--- src/rtl/core/mck_pkg.sv ---
// Shared types, symbol codes and the character code ROM of the Morse keyer.
package mck_pkg;

   localparam int CharWidth   = 8;
   localparam int TicksWidth  = 16;
   localparam int OnWidth     = 18;
   localparam int CodeWidth   = 8;
   localparam int IndexWidth  = 3;

   typedef logic [1:0] sym_type;

   localparam sym_type SYM_DIT = 2'd0;
   localparam sym_type SYM_DAH = 2'd1;
   localparam sym_type SYM_GAP = 2'd2;

   localparam logic [CodeWidth-1:0] DIT_TICKS_RESET = 8'd60;

   typedef struct packed {
      logic                 valid;
      logic [CodeWidth-1:0] code;
   } front_type;

   typedef struct packed {
      logic                 found;
      logic [CodeWidth-1:0] code;
   } lookup_type;

   function automatic logic [CharWidth-1:0] fold_case(input logic [CharWidth-1:0] ch);
      logic [CharWidth-1:0] res;
      res = ch;
      if (ch >= 8'h61 && ch <= 8'h7A) begin
         res = ch - 8'h20;
      end
      return res;
   endfunction

   // Packed byte: low three bits give the length, a one bit is a dah.
   function automatic lookup_type code_rom(input logic [CharWidth-1:0] ch);
      lookup_type res;
      res.found = 1'b1;
      res.code  = 8'h00;
      case (ch)
         8'h41: res.code = 8'h42;
         8'h42: res.code = 8'h84;
         8'h43: res.code = 8'hA4;
         8'h44: res.code = 8'h83;
         8'h45: res.code = 8'h01;
         8'h46: res.code = 8'h24;
         8'h47: res.code = 8'hC3;
         8'h48: res.code = 8'h04;
         8'h49: res.code = 8'h02;
         8'h4A: res.code = 8'h7C;
         8'h4B: res.code = 8'hA3;
         8'h4C: res.code = 8'h44;
         8'h4D: res.code = 8'hC2;
         8'h4E: res.code = 8'h82;
         8'h4F: res.code = 8'hE3;
         8'h50: res.code = 8'h64;
         8'h51: res.code = 8'hD4;
         8'h52: res.code = 8'h43;
         8'h53: res.code = 8'h03;
         8'h54: res.code = 8'h81;
         8'h55: res.code = 8'h23;
         8'h56: res.code = 8'h14;
         8'h57: res.code = 8'h63;
         8'h58: res.code = 8'h94;
         8'h59: res.code = 8'hB4;
         8'h5A: res.code = 8'hC4;
         8'h20: res.code = 8'h00;
         8'h2C: res.code = 8'hCF;
         8'h2E: res.code = 8'h57;
         8'h21: res.code = 8'hAF;
         8'h3A: res.code = 8'hE6;
         8'h3B: res.code = 8'hAE;
         8'h28: res.code = 8'hB5;
         8'h29: res.code = 8'hB7;
         8'h22: res.code = 8'h4E;
         8'h40: res.code = 8'h6E;
         8'h26: res.code = 8'h45;
         8'h3F: res.code = 8'h36;
         8'h31: res.code = 8'h7D;
         8'h32: res.code = 8'h3D;
         8'h33: res.code = 8'h1D;
         8'h34: res.code = 8'h0D;
         8'h35: res.code = 8'h05;
         8'h36: res.code = 8'h85;
         8'h37: res.code = 8'hC5;
         8'h38: res.code = 8'hE5;
         8'h39: res.code = 8'hF5;
         8'h30: res.code = 8'hFD;
         default: res.found = 1'b0;
      endcase
      return res;
   endfunction

endpackage

--- src/rtl/core/mck_front.sv ---
// Input stage: case fold, code lookup and the held code for the expander.
module mck_front (
   input  logic                             clock,
   input  logic                             reset,
   input  logic                             req_valid,
   output logic                             req_stall,
   input  logic [mck_pkg::CharWidth-1:0]    req_character,
   input  logic                             take,
   output mck_pkg::front_type               front
);
   import mck_pkg::*;

   logic                 valid_ff, valid_in;
   logic [CodeWidth-1:0] code_ff, code_in;
   lookup_type           hit;
   logic                 load;

   assign hit       = code_rom(fold_case(req_character));
   assign req_stall = valid_ff && !take;
   assign load      = req_valid && !req_stall;

   always_comb begin
      valid_in = valid_ff;
      code_in  = code_ff;
      if (load) begin
         // drop characters with no code
         valid_in = hit.found;
         code_in  = hit.code;
      end else if (take) begin
         valid_in = 1'b0;
      end
   end

   always_ff @(posedge clock) begin
      if (reset) begin
         valid_ff <= 1'b0;
      end else begin
         valid_ff <= valid_in;
      end
   end

   always_ff @(posedge clock) begin
      code_ff <= code_in;
   end

   assign front.valid = valid_ff;
   assign front.code  = code_ff;

endmodule

--- src/rtl/core/mck_expand.sv ---
// Symbol sequencer: walks one packed code and fills the result register.
module mck_expand (
   input  logic                              clock,
   input  logic                              reset,
   input  mck_pkg::front_type                front,
   output logic                              take,
   input  logic [mck_pkg::TicksWidth-1:0]    dit_ticks,
   output logic                              rsp_valid,
   input  logic                              rsp_stall,
   output logic [1:0]                        rsp_symbol,
   output logic [mck_pkg::OnWidth-1:0]       rsp_key_on_ticks,
   output logic [mck_pkg::TicksWidth-1:0]    rsp_key_off_ticks,
   output logic                              rsp_last
);
   import mck_pkg::*;

   logic                  busy_ff, busy_in;
   logic [CodeWidth-1:0]  code_ff, code_in;
   logic [IndexWidth-1:0] idx_ff, idx_in;
   logic                  valid_ff, valid_in;
   sym_type               sym_ff, sym_in;
   logic [OnWidth-1:0]    on_ff, on_in;
   logic [TicksWidth-1:0] off_ff, off_in;
   logic                  last_ff, last_in;

   logic [2:0]            len;
   logic [IndexWidth-1:0] count;
   logic                  out_free;
   logic                  emit;
   logic                  final_sym;
   sym_type               sym;
   logic [OnWidth-1:0]    dit_ext;

   assign len       = code_ff[2:0];
   assign count     = (len == 3'd0 || len >= 3'd6) ? 3'd6 : len;
   assign out_free  = !valid_ff || !rsp_stall;
   assign emit      = busy_ff && out_free;
   assign final_sym = (idx_ff == count);
   assign take      = front.valid && (!busy_ff || (emit && final_sym));
   assign dit_ext   = {2'b00, dit_ticks};

   always_comb begin
      if (final_sym || len == 3'd0) begin
         sym = SYM_GAP;
      end else if (len >= 3'd6 && idx_ff == 3'd5) begin
         sym = {1'b0, code_ff[0]};
      end else begin
         sym = {1'b0, code_ff[3'd7 - idx_ff]};
      end
   end

   always_comb begin
      busy_in  = busy_ff;
      code_in  = code_ff;
      idx_in   = idx_ff;
      valid_in = valid_ff;
      sym_in   = sym_ff;
      on_in    = on_ff;
      off_in   = off_ff;
      last_in  = last_ff;
      if (emit) begin
         valid_in = 1'b1;
         sym_in   = sym;
         last_in  = final_sym;
         off_in   = dit_ticks;
         case (sym)
            SYM_DIT: on_in = dit_ext;
            SYM_DAH: on_in = dit_ext + {dit_ext[OnWidth-2:0], 1'b0};
            default: on_in = '0;
         endcase
         idx_in = idx_ff + 3'd1;
         if (final_sym) begin
            busy_in = 1'b0;
         end
      end else if (out_free) begin
         valid_in = 1'b0;
      end
      if (take) begin
         busy_in = 1'b1;
         code_in = front.code;
         idx_in  = '0;
      end
   end

   always_ff @(posedge clock) begin
      if (reset) begin
         busy_ff  <= 1'b0;
         valid_ff <= 1'b0;
      end else begin
         busy_ff  <= busy_in;
         valid_ff <= valid_in;
      end
   end

   always_ff @(posedge clock) begin
      code_ff <= code_in;
      idx_ff  <= idx_in;
      sym_ff  <= sym_in;
      on_ff   <= on_in;
      off_ff  <= off_in;
      last_ff <= last_in;
   end

   assign rsp_valid         = valid_ff;
   assign rsp_symbol        = sym_ff;
   assign rsp_key_on_ticks  = on_ff;
   assign rsp_key_off_ticks = off_ff;
   assign rsp_last          = last_ff;

endmodule

--- src/rtl/core/morse_character_keyer_unit.sv ---
// Top level of the Morse character keyer.
//
// Request channel: one ASCII character per item (req_valid / req_stall).
// Lower case is folded to upper case; a character with no Morse code is
// accepted and dropped without any result.
// Response channel: one item per symbol (rsp_valid / rsp_stall): dit, dah
// or gap, with key-on and key-off tick counts; rsp_last marks the closing
// gap of each character.
// csr_write_enable / csr_write_data set the unit length in ticks; write it
// only while no character is in flight.
// A character passes the input register and the sequencer's code register
// before its first symbol reaches the response register. The sequencer
// emits one symbol per cycle while the response is not stalled, ending with
// the closing gap; the next character waits in the input register meanwhile.
// Reset clears both stages and the response register and sets the unit to
// 60 ticks. While rsp_valid and rsp_stall are high the response holds and
// the sequencer pauses; req_stall is high while a held input is not taken.
module morse_character_keyer_unit (
   input  logic                              clock,
   input  logic                              reset,
   input  logic                              req_valid,
   output logic                              req_stall,
   input  logic [mck_pkg::CharWidth-1:0]     req_character,
   output logic                              rsp_valid,
   input  logic                              rsp_stall,
   output logic [1:0]                        rsp_symbol,
   output logic [mck_pkg::OnWidth-1:0]       rsp_key_on_ticks,
   output logic [mck_pkg::TicksWidth-1:0]    rsp_key_off_ticks,
   output logic                              rsp_last,
   input  logic                              csr_write_enable,
   input  logic [mck_pkg::TicksWidth-1:0]    csr_write_data
);
   import mck_pkg::*;

   logic [TicksWidth-1:0] dit_ticks_ff, dit_ticks_in;
   front_type             front;
   logic                  take;

   assign dit_ticks_in = csr_write_enable ? csr_write_data : dit_ticks_ff;

   always_ff @(posedge clock) begin
      if (reset) begin
         dit_ticks_ff <= TicksWidth'(DIT_TICKS_RESET);
      end else begin
         dit_ticks_ff <= dit_ticks_in;
      end
   end

   mck_front u_front (
      .clock         (clock),
      .reset         (reset),
      .req_valid     (req_valid),
      .req_stall     (req_stall),
      .req_character (req_character),
      .take          (take),
      .front         (front)
   );

   mck_expand u_expand (
      .clock             (clock),
      .reset             (reset),
      .front             (front),
      .take              (take),
      .dit_ticks         (dit_ticks_ff),
      .rsp_valid         (rsp_valid),
      .rsp_stall         (rsp_stall),
      .rsp_symbol        (rsp_symbol),
      .rsp_key_on_ticks  (rsp_key_on_ticks),
      .rsp_key_off_ticks (rsp_key_off_ticks),
      .rsp_last          (rsp_last)
   );

endmodule

--- config.mk ---
export PLATFORM = sky130hd
export DESIGN_NAME = morse_character_keyer_unit
export DESIGN_NICKNAME = d
export VERILOG_FILES = /design/src/rtl/core/mck_pkg.sv /design/src/rtl/core/mck_front.sv /design/src/rtl/core/mck_expand.sv /design/src/rtl/core/morse_character_keyer_unit.sv
export SDC_FILE = /design/constraint.sdc
export NUM_CORES = 1
export LEC_CHECK = 0
export ABC_AREA = 1
export ABC_CLOCK_PERIOD_IN_PS = 3550
export BUFFER_PORTS_ARGS = -buffer_cell sky130_fd_sc_hd__buf_4
export CAP_MARGIN = 40
export CORE_AREA = 2 2 108 79
export CTS_CLUSTER_DIAMETER = 30
export DETAILED_ROUTE_END_ITERATION = 7
export DIE_AREA = 0 0 110 81
export GPL_ROUTABILITY_DRIVEN = 0
export PLACE_DENSITY = 0.85
export SETUP_SLACK_MARGIN = 0.3
export SYNTH_ARGS = -nofsm -noshare
export SYNTH_HDL_FRONTEND = slang
export SYNTH_SLANG_ARGS = --single-unit
--- constraint.sdc ---
create_clock -name clock -period 3.55 [get_ports clock]
set_input_delay 0.71 -clock clock [delete_from_list [all_inputs] [get_ports clock]]
set_output_delay 0.71 -clock clock [all_outputs]
set_load 0.01 [all_outputs]
After elaboration in Yosys (flattened, before gate mapping)

Cells that the tools add are included.

Equality and inequality tests: 51
Muxes and demuxes: 16
$lt $le $gt $ge: 4
Add/subtract/negate cells: 4
Reduce and logical (&&, ||, !) cells: 24

Operators with widths:

| cell                                                            | count |
|---|---|
| case mux 8 bit (47 select lines)                                | 1 |
| equality test 8 x 7 -> 1 bit (second input constant)            | 27 |
| equality test 8 x 6 -> 1 bit (second input constant)            | 21 |
| OR reduction 48 bit                                             | 1 |
| case mux 18 bit (2 select lines)                                | 1 |
| adder 16 x 17 -> 18 bit                                         | 1 |
| two-way mux 1 bit                                               | 10 |
| >= comparator 8 x 7 -> 1 bit (second input constant)            | 1 |
| less-or-equal comparator 8 x 7 -> 1 bit (second input constant) | 1 |
| two-way mux 8 bit                                               | 1 |
| nonzero test 2 bit                                              | 4 |
| subtractor 8 x 6 -> 8 bit (second input constant)               | 1 |
| logical AND 1 bit                                               | 7 |
| logical NOT 1 bit                                               | 5 |
| logical OR 1 bit                                                | 4 |
| < comparator 3 x 4 -> 1 bit (second input constant)             | 1 |
| adder 3 x 1 -> 3 bit (second input constant)                    | 1 |
| binary-select mux 1 bit (select 3 bit)                          | 1 |
| equality test 3 bit                                             | 1 |
| equality test 3 bit (second input constant)                     | 1 |
| >= comparator 3 bit (second input constant)                     | 1 |
| logical NOT 3 bit                                               | 1 |
| two-way mux 3 bit                                               | 1 |
| subtractor 3 bit (first input constant)                         | 1 |
| 4 further kinds                                                 | 4 |

Input port bits: 29
Bits in registers: 75

Logic depth before layout (Yosys ltp)

Word-level depth: 12
Mapped depth: 13
Depth with buffers taken out: 13

By module

From an unflattened synthesis, not the netlist that was laid out.

Cells, all modules: 629
Area, all modules: 4865.9 um^2

By module, submodules not included:

| module                     | area each (um^2) | times used | cells each |
|---|---|---|---|
| mck_expand                 | 2919.0           | 1          | 332 |
| mck_front                  | 1312.5           | 1          | 203 |
| morse_character_keyer_unit | 634.4            | 1          | 94 |

Worst setup path before layout

Ideal clock, no wire load.

Path type: input port to flip-flop
From: input rsp_stall
To: register u_expand.code_ff[0] (enable)
Stages: 5
Required time: 3.169 ns
Setup slack: 0.756 ns
Data arrival time: 2.413 ns
Cell sequence: nand2_1 > nand2_1 > inv_1 > nand2_1 > a21oi_1

Cells in the longest elaborated chain, start to end: 6

Ends and longest elaborated chain:

| item                 | RTL line                         | text |
|---|---|---|
| start, declared      | morse_character_keyer_unit.sv:25 | `input logic rsp_stall,` |
| logical NOT 1 bit    | mck_expand.sv:36                 | `assign out_free = !valid_ff \|\| !rsp_stall;` |
| logical OR 1 bit     | mck_expand.sv:36                 |  |
| logical AND 1 bit    | mck_expand.sv:37                 | `assign emit = busy_ff && out_free;` |
| via u_expand.emit    | mck_expand.sv:29                 | `logic emit;` |
| logical AND 1 bit    | mck_expand.sv:39                 | `assign take = front.valid && (!busy_ff \|\| (emit && final_sym));` |
| logical OR 1 bit     | mck_expand.sv:39                 |  |
| logical AND 1 bit    | mck_expand.sv:39                 |  |
| via take             | morse_character_keyer_unit.sv:37 | `logic take;` |
| end signal, assigned | mck_expand.sv:96                 | `code_ff <= code_in;` |
| end, declared        | mck_expand.sv:18                 | `logic [CodeWidth-1:0] code_ff, code_in;` |

The timed path passes the listed nets, and every way through them passes these cells.
A chain may end at the register's enable or synchronous reset.

Final worst setup path

From: register u_expand.code_ff[2]
To: output req_stall

Cells in the longest elaborated chain, start to end: 9

Ends and longest elaborated chain:

| item                                                     | RTL line                         | text |
|---|---|---|
| >= comparator 3 bit or logical NOT 3 bit (tied branches) | mck_expand.sv:35                 | `assign count = (len == 3'd0 \|\| len >= 3'd6) ? 3'd6 : len;` |
| logical OR 1 bit                                         | mck_expand.sv:35                 |  |
| two-way mux 3 bit (*)                                    | mck_expand.sv:35                 |  |
| equality test 3 bit (*)                                  | mck_expand.sv:38                 | `assign final_sym = (idx_ff == count);` |
| via u_expand.final_sym                                   | mck_expand.sv:30                 | `logic final_sym;` |
| logical AND 1 bit (*)                                    | mck_expand.sv:39                 |  |
| logical OR 1 bit (*)                                     | mck_expand.sv:39                 |  |
| logical AND 1 bit (*)                                    | mck_expand.sv:39                 |  |
| logical NOT 1 bit (*)                                    | mck_front.sv:19                  | `assign req_stall = valid_ff && !take;` |
| logical AND 1 bit (*)                                    | mck_front.sv:19                  |  |
| end, declared                                            | morse_character_keyer_unit.sv:22 | `output logic req_stall,` |

The timed path passes the listed nets; every way through them passes the cells marked *.

==> results.sh <==
export IMPL_via_per_inst=6.028
export IMPL_timing_max_cap_violations=0
export IMPL_unrepaired_setup_endpoints_after_global_routing="false"
export IMPL_ys_ff_latch=75
export IMPL_drt_iter0_drc=643
export IMPL_post_cts_resize_count=0
export IMPL_peakVddDrop_mv=0.2546
export IMPL_tns_ns=0
export IMPL_synthToLayoutAreaGrowth_pct=18.96
export IMPL_residual_overflow_from_global_routing=0
export IMPL_drive_above_1_share_pct=21.86
export IMPL_hpwl_um=7822
export IMPL_cts_root_buf="clkbuf_8"
export IMPL_hold_buffers=0
export IMPL_timing_critical_path_mode_cell="nand2_1"
export IMPL_fp_dieH_um=81
export IMPL_placement_rows=28
export IMPL_numPortBuffers=67
export IMPL_first_global_vias=3660
export IMPL_die_w_um=110
export IMPL_num_fill_cells=652
export IMPL_floorplan_core_area_sq_um=8023
export IMPL_data_required_critical_path_ns=2.84
export IMPL_max_clock_path_buffers=2
export IMPL_finalNetCount=625
export IMPL_drcViolationCount=50
export IMPL_drv_slew=0
export IMPL_power_frac_clock_pct=29.1
export IMPL_clock_skew_final_ns=0.01935
export IMPL_drtPass1Iterations=8
export IMPL_tightest_slew_ns=0.6181
export IMPL_clock_latency_ns=0.36
export IMPL_power_sequential_fraction_pct=44.7
export IMPL_worstSetupStartpointType="flip-flop"
export IMPL_number_of_antenna_cells_inserted=0
export IMPL_netlist_instances=502
export IMPL_wirelength_um=10990
export IMPL_syn_cell_area_sq_um=4374
export IMPL_cts_repair_timing_setup_buffer_count=0
export IMPL_cp_slowest_stage_delay_ns=0.48
export IMPL_fin_crit_sh_pct=73.73
export IMPL_final_min_clock_period_ns=2.617
export IMPL_cts_tree="yes"
export IMPL_min_delay_path_class="flip-flop to flip-flop"
export IMPL_clock_sink_total=75
export IMPL_failing_checks="design-rule violations"
export IMPL_cts_buffers_inserted=9
export IMPL_via_count=4135
export IMPL_grt_first_pass_wirelength_um=17500
export IMPL_synth_cell_types=47
export IMPL_die_footprint_sq_um=8910
export IMPL_switching_share_pct=32.08
export IMPL_cell_internal_pwr_mw=1.648
export IMPL_cell_with_the_biggest_individual_delay_on_the_critical_path="edfxtp_1"
export IMPL_yosys_warnings=0
export IMPL_clkTransAtPathRegs_ns=0.09
export IMPL_antenna_violations_before_repair=0
export IMPL_crit_path_end_kind="output port"
export IMPL_power_frac_comb_pct=26.2
export IMPL_worstPathArrival_ns=1.91
export IMPL_status="complete, but fails checks"
export IMPL_worst_setup_path_type="flip-flop to output port"
export IMPL_global_route_usage_over_all_layers_pct=25.39
export IMPL_final_hold_violation_count=0
export IMPL_routed_wire_length_per_instance_um=16.03
export IMPL_synth_seq_area_share_pct=46.45
export IMPL_power_per_cell_area_nw_per_um2=466.4
export IMPL_critPathMaxFanout=5
export IMPL_route_antenna_remaining_nets=0
export IMPL_synth_area_per_cell_sq_um=8.714
export IMPL_top_level_ports=68
export IMPL_cellLeakagePower_nw=2.354
export IMPL_htreeDepth=3
export IMPL_path_cells="inv_1, o21ai_1, xor2_1, nor3_2, nand2_1, nand2_1, nor2_1, buf_4"
export IMPL_grt_max_degree=40
export IMPL_power_switching_mw=0.7786
export IMPL_whs_ns=0.4114
export IMPL_clock_fmax_ghz=0.3821
export IMPL_initial_standard_cell_utilization_of_the_core_pct=54.52
export IMPL_max_slew_margin_pct=58.54
export IMPL_mappedNetlistNets=551
export IMPL_setup_viol=0
-- power by group through the flow --
stage	combinational, mW	sequential [mW]	clock (mW)
after floorplan	0.428	1.10	0
after global placement	0.580	1.10	0
after detailed placement	0.605	1.10	0
after CTS	0.619	1.08	0.706
after global routing	0.701	1.09	0.738
final	0.635	1.09	0.707
-- cells in the mapped netlist (all sizes together) --
library cell	number	area [sq um]
a221oi	1	8.760
a21o	1	7.510
nand4	7	43.79
dfxtp	22	440.4
xor2	7	61.31
a21oi	38	205.2
a311oi	1	8.760
nand3	55	322.8
o31ai	4	35.03
inv	52	195.2
nand3b	4	30.03
o21bai	2	15.01
o41ai	1	8.760
buf	4	25.02
nand2	90	367.9
nor3b	3	27.52
nor4	3	18.77
xnor2	4	35.03
nor2	62	302.8
or4	1	7.510
nor3	8	45.04
ha	19	237.7
and3	1	6.260
o211ai	2	25.02
clkbuf	3	11.26
edfxtp	53	1592
fa	1	20.02
clkinv	2	8.750
a31oi	4	25.02
or2	1	6.260
o21ai	46	230.2
-- metal layers --
metal  up-vias  part of all wire (%)  routed length, um  global-route usage (%)
met5         -                     0                  0                       0
met4         0                   3.3                362                   8.228
met3        68                    12               1272                   7.624
met2       295                    43               4714                   37.85
met1      1864                    42               4645                   35.40
li1       1908                     -                  -                       -
-- logic make-up after synthesis --
family          count (synthesis)  synth area share (%)
compound gates                100                 13.01
xor+xnor                       11                 2.202
fa+ha+maj                      20                 5.893
flops                          75                 46.45
buf+inv                        61                 5.492
simple gates                  235                 26.95
-- flip-flops by register name, indices dropped and copies added (netlist names) --
signal	cells
u_expand.rsp_key_on_ticks	18
u_expand.busy_ff	1
dit_ticks_ff	16
u_expand.idx_ff	3
u_expand.rsp_valid	1
u_expand.code_ff	8
u_front.code_ff	8
u_expand.rsp_key_off_ticks	16
u_expand.rsp_symbol	2
u_front.valid_ff	1
u_expand.rsp_last	1
-- final cells by class --
| class | instances | area, sq um | share of cell area (%) |
|---|---|---|---|
| inverter | 54 | 203.9 | 3.919 |
| clock inverter | 5 | 77.57 | 1.491 |
| sequential | 75 | 2032 | 39.05 |
| clock buffer | 11 | 131.4 | 2.525 |
| timing repair buffer | 70 | 525.5 | 10.10 |
| multi-input combinational | 366 | 2102 | 40.39 |
| tap | 105 | 131.4 | 2.525 |
-- layout by cell type, fill, tap and decap left out, types with 6 or more instances in the layout --
cell type	count
nor2_1	51
inv_2	8
nand2_2	6
xor2_1	7
a21oi_1	36
edfxtp_1	53
nand3_1	47
dfxtp_1	22
inv_1	44
nor3_1	7
nand3_2	7
nand4_1	7
o21ai_1	9
nand2_1	82
ha_1	19
nor2_2	6
clkbuf_8	9
o21ai_0	37
buf_4	70
-- per-stage QoR --
| step | cell area (sq um) | util, % | cells | setup WS (ns) | total power, mW |
|---|---|---|---|---|---|
| after floorplan | 4374 | - | 502 | 0.7560 | 1.524 |
| after global placement | 4987 | 62.16 | 669 | 1.153 | 1.679 |
| after detailed placement | 4995 | 62.26 | 670 | 1.081 | 1.707 |
| after CTS | 5204 | 64.86 | 686 | 0.9329 | 2.408 |
| after global routing | 5204 | 64.86 | 686 | 0.7818 | 2.531 |
| final | 5204 | 64.86 | 686 | 0.9326 | 2.427 |
-- critical path: cells and delay by family (launching register included) --
family                    cells  cell delay, ns
buffers and inverters         2            0.25
and+or+nand+nor               4            0.58
DFF                           1            0.48
xor gates and xnor gates      1            0.16
AOI/OAI and AO/OA             1            0.08
-- final timing paths --
path / endpoint / cells after the start / from / slack, ns
hold reg to reg: u_expand.code_ff[6] / 0 / u_front.code_ff[6] / 0.41
setup reg to reg: u_expand.rsp_key_on_ticks[15] / 10 / dit_ticks_ff[1] / 1.15
hold / removal: u_expand.code_ff[6] / 0 / u_front.code_ff[6] / 0.41
setup / recovery: req_stall / 8 / u_expand.code_ff[2] / 0.93
Power figures use the tool's default switching activity.
